==> src/rtl/core/kiss_pkg.sv <==
// shared types and constants for the kiss bounded generator
package kiss_pkg;
  localparam logic [31:0] XS_INIT = 32'h5eed5eed;
  localparam logic [15:0] MWC_Z_MUL = 16'd36969;
  localparam logic [15:0] MWC_W_MUL = 16'd18000;
  localparam logic [31:0] LCG_MUL = 32'd69069;
  localparam logic [31:0] LCG_ADD = 32'd1234567;

  typedef enum logic [2:0] {
    ST_IDLE,
    ST_THRESH,
    ST_DRAW,
    ST_CHECK,
    ST_MOD,
    ST_OUT
  } back_state_e;

  typedef struct packed {
    logic        trivial;
    logic [31:0] bound;
  } job_t;
endpackage

==> src/rtl/core/kiss_stream_if.sv <==
// valid/ready channel carrying one 32-bit field
interface kiss_stream_if;
  logic        valid;
  logic        ready;
  logic [31:0] data;
  modport source (output valid, output data, input ready);
  modport sink (input valid, input data, output ready);
endinterface

==> src/rtl/core/kiss_front.sv <==
// front end: accepts requests, classifies them, and queues them
module kiss_front (
  input  logic       clk_i,
  input  logic       rst_ni,
  kiss_stream_if.sink req,
  output kiss_pkg::job_t job_o,
  output logic       job_valid_o,
  input  logic       job_pop_i
);
  import kiss_pkg::*;
  job_t       q_mem [2];
  logic       wr_q, rd_q;
  logic [1:0] cnt_q;
  logic       push;

  assign req.ready   = (cnt_q != 2'd2);
  assign push        = req.valid && req.ready;
  assign job_valid_o = (cnt_q != 2'd0);
  assign job_o       = q_mem[rd_q];

  always_ff @(posedge clk_i) begin
    if (push) begin
      q_mem[wr_q] <= '{trivial: (req.data < 32'd2), bound: req.data};
    end
  end

  always_ff @(posedge clk_i or negedge rst_ni) begin
    if (!rst_ni) begin
      wr_q <= 1'b0;
      rd_q <= 1'b0;
      cnt_q <= 2'd0;
    end else begin
      if (push) wr_q <= ~wr_q;
      if (job_pop_i) rd_q <= ~rd_q;
      cnt_q <= cnt_q + 2'(push) - 2'(job_pop_i);
    end
  end
endmodule

==> src/rtl/core/kiss_back.sv <==
// back end: generator state, threshold, rejection loop and serial modulo
module kiss_back (
  input  logic        clk_i,
  input  logic        rst_ni,
  input  logic        seed_we_i,
  input  logic [31:0] seed_i,
  input  kiss_pkg::job_t job_i,
  input  logic        job_valid_i,
  output logic        job_pop_o,
  kiss_stream_if.source rsp
);
  import kiss_pkg::*;
  back_state_e state_q, state_d;
  logic [31:0] z_q, w_q, c_q, x_q;
  logic [31:0] bound_q, thr_q, word_q, rem_q, dvd_q;
  logic [5:0]  cnt_q;
  logic [31:0] val_q;
  logic [31:0] z_n, w_n, c_n, x_n, x1, x2, mix;
  logic [32:0] trial, rem_sh;

  // kiss step
  always_comb begin
    z_n = MWC_Z_MUL * z_q[15:0] + {16'd0, z_q[31:16]};
    w_n = MWC_W_MUL * w_q[15:0] + {16'd0, w_q[31:16]};
    c_n = LCG_MUL * c_q + LCG_ADD;
    x1  = x_q ^ (x_q << 13);
    x2  = x1 ^ (x1 >> 17);
    x_n = x2 ^ (x2 << 5);
    mix = (((z_n << 16) + w_n) ^ c_n) + x_n;
  end

  // restoring division step, one bit per cycle
  assign rem_sh = {rem_q, dvd_q[31]};
  assign trial  = rem_sh - {1'b0, bound_q};

  always_comb begin
    state_d = state_q;
    unique case (state_q)
      ST_IDLE:   if (job_valid_i) state_d = job_i.trivial ? ST_OUT : ST_THRESH;
      ST_THRESH: if (cnt_q == 6'd32) state_d = ST_DRAW;
      ST_DRAW:   state_d = ST_CHECK;
      ST_CHECK:  state_d = (word_q < thr_q) ? ST_DRAW : ST_MOD;
      ST_MOD:    if (cnt_q == 6'd31) state_d = ST_OUT;
      ST_OUT:    if (rsp.ready) state_d = ST_IDLE;
      default:   state_d = ST_IDLE;
    endcase
  end

  always_comb begin
    job_pop_o = (state_q == ST_IDLE) && job_valid_i;
    rsp.valid = (state_q == ST_OUT);
    rsp.data  = val_q;
  end

  always_ff @(posedge clk_i or negedge rst_ni) begin
    if (!rst_ni) begin
      state_q <= ST_IDLE;
      z_q <= 32'd1;
      w_q <= 32'd0;
      c_q <= 32'd0;
      x_q <= XS_INIT;
      cnt_q <= 6'd0;
    end else begin
      state_q <= state_d;
      if (seed_we_i) begin
        z_q <= seed_i ^ 32'd1;
        w_q <= seed_i;
        c_q <= seed_i;
        x_q <= XS_INIT;
      end else if (state_q == ST_DRAW) begin
        z_q <= z_n;
        w_q <= w_n;
        c_q <= c_n;
        x_q <= x_n;
      end
      if (state_q == ST_THRESH || state_q == ST_MOD) cnt_q <= cnt_q + 6'd1;
      else cnt_q <= 6'd0;
    end
  end

  always_ff @(posedge clk_i) begin
    unique case (state_q)
      ST_IDLE: begin
        bound_q <= job_i.bound;
        val_q   <= 32'd0;
        // 2^32 mod b: one leading 1 then 32 zeros
        rem_q   <= 32'd1;
        dvd_q   <= 32'd0;
      end
      ST_THRESH: begin
        if (cnt_q == 6'd32) thr_q <= rem_q;
        else rem_q <= trial[32] ? rem_sh[31:0] : trial[31:0];
      end
      ST_DRAW: word_q <= mix;
      ST_CHECK: begin
        rem_q <= 32'd0;
        dvd_q <= word_q;
      end
      ST_MOD: begin
        rem_q <= trial[32] ? rem_sh[31:0] : trial[31:0];
        dvd_q <= dvd_q << 1;
        if (cnt_q == 6'd31) val_q <= trial[32] ? rem_sh[31:0] : trial[31:0];
      end
      default: ;
    endcase
  end
endmodule

==> src/rtl/core/kiss_uniform_bounded_rng.sv <==
// top level of the kiss bounded uniform random generator
//  channel | dir | payload | handshake
//  req     | in  | bound   | valid/ready
//  rsp     | out | value   | valid/ready
//  seed    | in  | seed    | write enable
// a bound below 2 answers without drawing
// otherwise the threshold divider runs, then draws repeat while a word is below the
// threshold, then the final modulo runs; the divider yields one bit per cycle
// reset loads the state as if seed 0 were written
// a two-entry request queue lets the front accept while the back works or stalls
module kiss_uniform_bounded_rng (
  input  logic        clk_i,
  input  logic        rst_ni,
  input  logic        seed_we_i,
  input  logic [31:0] seed_i,
  kiss_stream_if.sink   req,
  kiss_stream_if.source rsp
);
  import kiss_pkg::*;
  job_t job;
  logic job_valid, job_pop;

  // front classifies and queues requests
  kiss_front u_front (
    .clk_i, .rst_ni, .req,
    .job_o(job), .job_valid_o(job_valid), .job_pop_i(job_pop)
  );

  // back draws words and reduces
  kiss_back u_back (
    .clk_i, .rst_ni, .seed_we_i, .seed_i,
    .job_i(job), .job_valid_i(job_valid), .job_pop_o(job_pop), .rsp
  );

`ifndef SYNTHESIS
  // pending response never changes while stalled
  a_rsp_hold: assert property (@(posedge clk_i) disable iff (!rst_ni)
    rsp.valid && !rsp.ready |=> rsp.valid && $stable(rsp.data)) else $error("rsp hold");
  // the back only pops a request from a non-empty queue
  a_pop_queue: assert property (@(posedge clk_i) disable iff (!rst_ni)
    job_pop |-> job_valid) else $error("pop of empty queue");
`endif
endmodule
==> src/flat_wrapper.sv <==
// flat-port wrapper written by rule: the top's interface ports become plain ports
module kiss_uniform_bounded_rng_flat import kiss_pkg::*;
  (clk_i, rst_ni, seed_we_i, seed_i, req_valid, req_data, req_ready, rsp_valid, rsp_data, rsp_ready);
  kiss_stream_if req_i ();
  kiss_stream_if rsp_i ();
  input  logic clk_i;
  input  logic rst_ni;
  input  logic seed_we_i;
  input  logic [31:0] seed_i;
  input wire logic [$bits(req_i.valid)-1:0] req_valid;
  input wire logic [$bits(req_i.data)-1:0] req_data;
  output wire logic [$bits(req_i.ready)-1:0] req_ready;
  output wire logic [$bits(rsp_i.valid)-1:0] rsp_valid;
  output wire logic [$bits(rsp_i.data)-1:0] rsp_data;
  input wire logic [$bits(rsp_i.ready)-1:0] rsp_ready;
  assign req_i.valid = req_valid;
  assign req_i.data = req_data;
  assign req_ready = req_i.ready;
  assign rsp_valid = rsp_i.valid;
  assign rsp_data = rsp_i.data;
  assign rsp_i.ready = rsp_ready;
  kiss_uniform_bounded_rng u_core (.clk_i(clk_i), .rst_ni(rst_ni), .seed_we_i(seed_we_i), .seed_i(seed_i), .req(req_i), .rsp(rsp_i));
endmodule
==> config.mk <==
export PLATFORM = sky130hd
export DESIGN_NAME = kiss_uniform_bounded_rng_flat
export DESIGN_NICKNAME = d
export VERILOG_FILES = /design/src/rtl/core/kiss_pkg.sv /design/src/rtl/core/kiss_stream_if.sv /design/src/rtl/core/kiss_front.sv /design/src/rtl/core/kiss_back.sv /design/src/rtl/core/kiss_uniform_bounded_rng.sv /design/src/flat_wrapper.sv
export SDC_FILE = /design/constraint.sdc
export NUM_CORES = 2
export LEC_CHECK = 0
export BUFFER_PORTS_ARGS = -buffer_cell sky130_fd_sc_hd__buf_2
export CELL_PAD_IN_SITES_DETAIL_PLACEMENT = 1
export CELL_PAD_IN_SITES_GLOBAL_PLACEMENT = 1
export CORE_MARGIN = 8
export CORE_UTILIZATION = 52
export CTS_CLUSTER_DIAMETER = 80
export DETAILED_ROUTE_END_ITERATION = 10
export GPL_TIMING_DRIVEN = 0
export PLACE_DENSITY_LB_ADDON = 0.08
export SETUP_SLACK_MARGIN = 0.3
export SKIP_LAST_GASP = 1
export SLEW_MARGIN = 20
export SYNTH_ARGS = -nofsm -noshare
export SYNTH_HDL_FRONTEND = slang
export SYNTH_SLANG_ARGS = --single-unit
==> constraint.sdc <==
create_clock -name clk_i -period 10.8 [get_ports clk_i]
set_input_delay 0.54 -clock clk_i [delete_from_list [all_inputs] [get_ports clk_i]]
set_output_delay 0.54 -clock clk_i [all_outputs]
set_load 0.01 [all_outputs]
==> impl_metrics.toml <==
[floorplanning]
floorplan.rows = 97
chipWidth_microns = 280
die_height_microns = 280
core-area_sq_mm = 0.0697
io_pins = 103
initial_core_util_pct = 52.2
die-area_sq_mm = 0.0787

[placement]
number_of_buffers_inserted_by_port_buffering = 101
post-dp-hpwl_microns = 96400
post-place-ws_ps = -70.1
routabilityCongestion = 0.942

[setup_path]
cp_slowest_stage_delay_ps = 630
critical-path-slowest-cell = "sky130_fd_sc_hd__dfrtp_1"
regToRegEndpoint = "u_core.u_back.word_q[31]"
endpoint_required_time_on_the_critical_path_ps = 11090
worst_r2r_startpoint = "u_core.u_back.w_q[0]"
worst-path-max-fanout = 6
setup.worst_path.start_class = "register"
critical-path-top-delay-family = "compound AO/OA/AOI/OAI gates"
worst-endpoint-arrival_ps = 10510
cell_count_of_the_worst_reg_to_reg_path = 42
crit_type = "reg -> reg"
critical_path.n_buffers_inverters = 3
register_to_register_path_setup_slack_ps = 580
crit_path_end_kind = "register"
critPathMostFrequentCell = "sky130_fd_sc_hd__ha_1"

[final_layout]
total_of_fill_cells_in_the_finished_design = 7726
final_net_count = 4585
largest_reg_flops = 66
register_ranked_first_by_flip_flop_count = "u_core.u_front.q_mem"
drive_gt1_share_pct = 8.25
area_growth_pct = 10.2

[synthesis]
ys.warnings.count = 0
sequential_element_share_of_the_synthesized_area_pct = 31.1
flop_and_latch_count_out_of_synthesis = 399
syn-cell-area_sq_mm = 0.0364
synthesis.nets = 4419
number_of_enable_type_register_cells_in_the_synthesized_netlist = 258
synth_cells = 3579
synth-main-ff-cell = "sky130_fd_sc_hd__edfxtp_1"
syn_avg_cell_area_sq_um = 10.2
async_reset_ff_share_pct = 35.3
ys_types = 91

[run_status]
result_of_the_run = "completed"

[routing]
routed_len_inst_microns = 25.1
number_of_iterations_in_the_first_detailed_routing_pass = 5
drt_iter0_markers = 1844
route.antenna.remaining_nets = 0
drc = 0
totalWireLength_microns = 118000
vias_per_cell = 5.92
vias = 27900

[flow_run]
timing.max_cap.violations = 0

[min_path]
hold_start = "req_data[0]"
timing.hold.worst_path_depth = 1
hold_worst_path_end = "u_core.u_front.q_mem[1][0]"
hold_class = "in -> reg"

[sta]
fin_hold_ws_ps = 119
fin_skew_ps = 53.1
setup_slack_ps = 579
drv_slew = 0
portion_of_the_clock_cycle_consumed_by_the_worst_path_in_the_final_layout_pct = 94.6
maxClockFrequency_mhz = 97.8
final-setup-viol-count = 0
tightestPinTransition_ps = 1150
hold_violations = 0
rsz0062_at_grt = "no"
max-slew-margin-rel_pct = 23.6
final_period_minus_worst_setup_slack_ps = 10220

[grt]
grt_pass1_wl_microns = 182000
globalRouteOverflowTotal = 0
first_global_vias = 30500
grt_max_degree = 96
grt_antenna_before_repair = 1
aggregate_global_route_resource_usage_pct = 30.1

[cts]
clock_path_buffers = 3
cts.htree.levels = 2
clock_sink_count = 399
clk_latency_ps = 620
numCtsBuffers = 47
clock_tree.root_cell = "sky130_fd_sc_hd__clkbuf_16"
cts_tree = "done"
clkSlewWorstSetupHoldPaths_ps = 60
==> through the flow <==
stage	cells	cell area, sq um	TNS (ps)	utilization (%)
after global routing	4722	40100	0	57.5
after CTS	4722	40000	0	57.4
final	4723	40100	0	57.5
after detailed placement	4633	38400	-70.1	55.1
after global placement	4620	38100	0	54.6
after floorplan	3579	36400	0	-
==> per-layer routing <==
metal	track usage [%]	part of all wire, %	vias up
met5	0	0	-
met4	8.47	3.0	0
met3	3.97	5.7	233
met2	48.1	46	797
met1	42.8	45	14300
li1	-	-	12600
==> cells in the mapped netlist, types with 6 or more instances <==
library cell	n	area, sq um
sky130_fd_sc_hd__a21oi_1	160	801
sky130_fd_sc_hd__dfrtp_1	118	2950
sky130_fd_sc_hd__or3_1	19	119
sky130_fd_sc_hd__nor2_1	211	792
sky130_fd_sc_hd__nand2_1	246	923
sky130_fd_sc_hd__xor2_1	68	596
sky130_fd_sc_hd__xnor2_1	195	1710
sky130_fd_sc_hd__nand3b_1	11	82.6
sky130_fd_sc_hd__o22ai_1	6	37.5
sky130_fd_sc_hd__nor2b_1	29	181
sky130_fd_sc_hd__a211o_1	7	61.3
sky130_fd_sc_hd__mux2i_1	39	390
sky130_fd_sc_hd__o21a_1	36	270
sky130_fd_sc_hd__ha_1	527	6590
sky130_fd_sc_hd__and3_1	17	106
sky130_fd_sc_hd__a22o_1	33	289
sky130_fd_sc_hd__a21o_1	77	578
sky130_fd_sc_hd__o211ai_1	15	113
sky130_fd_sc_hd__clkbuf_1	80	300
sky130_fd_sc_hd__nand3_1	60	300
sky130_fd_sc_hd__and2_1	11	68.8
sky130_fd_sc_hd__a31oi_1	58	363
sky130_fd_sc_hd__and4_1	6	52.6
sky130_fd_sc_hd__o31ai_1	13	97.6
sky130_fd_sc_hd__nand2b_1	35	219
sky130_fd_sc_hd__inv_1	575	2160
sky130_fd_sc_hd__nor3b_1	6	45.0
sky130_fd_sc_hd__edfxtp_1	258	7750
sky130_fd_sc_hd__a211oi_1	20	150
sky130_fd_sc_hd__a21boi_0	14	105
sky130_fd_sc_hd__dfstp_2	23	604
sky130_fd_sc_hd__mux2_2	35	394
sky130_fd_sc_hd__o21bai_1	20	150
sky130_fd_sc_hd__o21ai_0	109	546
sky130_fd_sc_hd__o311ai_0	6	52.6
sky130_fd_sc_hd__nor4_1	16	100
sky130_fd_sc_hd__nor3_1	52	260
sky130_fd_sc_hd__nand4_1	20	125
sky130_fd_sc_hd__fa_1	244	4880
sky130_fd_sc_hd__o2111ai_1	8	70.1
==> kinds of logic (layout without fill, tap and decap cells) <==
| logic type | Yosys count | in the layout | synth area share (%) |
|---|---|---|---|
| mux | 74 | 74 | 2.16 |
| compound gates | 639 | 639 | 11.8 |
| simple gates | 767 | 767 | 10.1 |
| xor+xnor | 265 | 265 | 6.46 |
| fa+ha+maj | 771 | 771 | 31.6 |
| flops | 399 | 399 | 31.1 |
| buf+inv | 664 | 867 | 6.90 |
| other cells | 0 | 1 | 0 |
==> layout by cell type (no fill, tap or decap), drive strengths merged, types with 12 or more instances in the layout <==
cell type,instances
a211oi,21
a21boi,14
a21o,77
a21oi,161
a22o,33
a31oi,58
and2,12
and3,18
buf,122
clkbuf,146
clkinv,18
dfrtp,118
dfstp,23
edfxtp,258
fa,244
ha,527
inv,577
mux2,35
mux2i,39
nand2,246
nand2b,35
nand3,61
nand4,21
nor2,211
nor2b,29
nor3,52
nor4,20
o211ai,16
o21a,36
o21ai,113
o21bai,20
o31ai,13
or3,21
xnor2,195
xor2,68
==> what timing repair did <==
action,4_1_cts,5_1_grt
endpoints found under the setup margin,1,1
resized for setup,5,10
pin swaps,1,0
buffers inserted,2,0
endpoints found under the hold margin,46,0
hold buffers,1,0
==> worst reg2reg max path: cells and delay by family, from the launching register on <==
family / cells / cell delay [ps]
buffers and inverters: 3 / 260
AND/OR/NAND/NOR: 11 / 1290
XOR/XNOR: 6 / 1860
AO/OA/AOI/OAI: 14 / 3040
adder cells (fa/ha/maj): 8 / 2800
flip-flops: 1 / 630
==> how the worst max path moves through the flow <==
stage,start,to,cells past startpoint
final,u_core.u_back.w_q[0],u_core.u_back.word_q[31],42
after global routing,u_core.u_back.w_q[1],u_core.u_back.word_q[31],41
after CTS,u_core.u_back.w_q[5],u_core.u_back.word_q[31],39
after detailed placement,u_core.u_back.w_q[5],u_core.u_back.word_q[31],38
after global placement,u_core.u_back.w_q[0],u_core.u_back.word_q[31],39
after floorplan,u_core.u_back.w_q[5],u_core.u_back.word_q[31],36
==> final cells by class <==
cell class	count	area [sq um]	share of cell area (%)
Tap cell	940	1180	2.94
Antenna cell	1	2.50	0.00625
Clock inverter	23	255	0.637
Multi-Input combinational cell	2516	22700	56.7
Inverter	575	2160	5.39
Timing Repair Buffer	117	785	1.96
Clock buffer	63	1320	3.29
Buffer	89	352	0.877
Sequential cell	399	11300	28.2
Power is left out: the tool's default activity adds up to more than one toggle a clock period on the data nets, which glitch-free logic cannot reach.
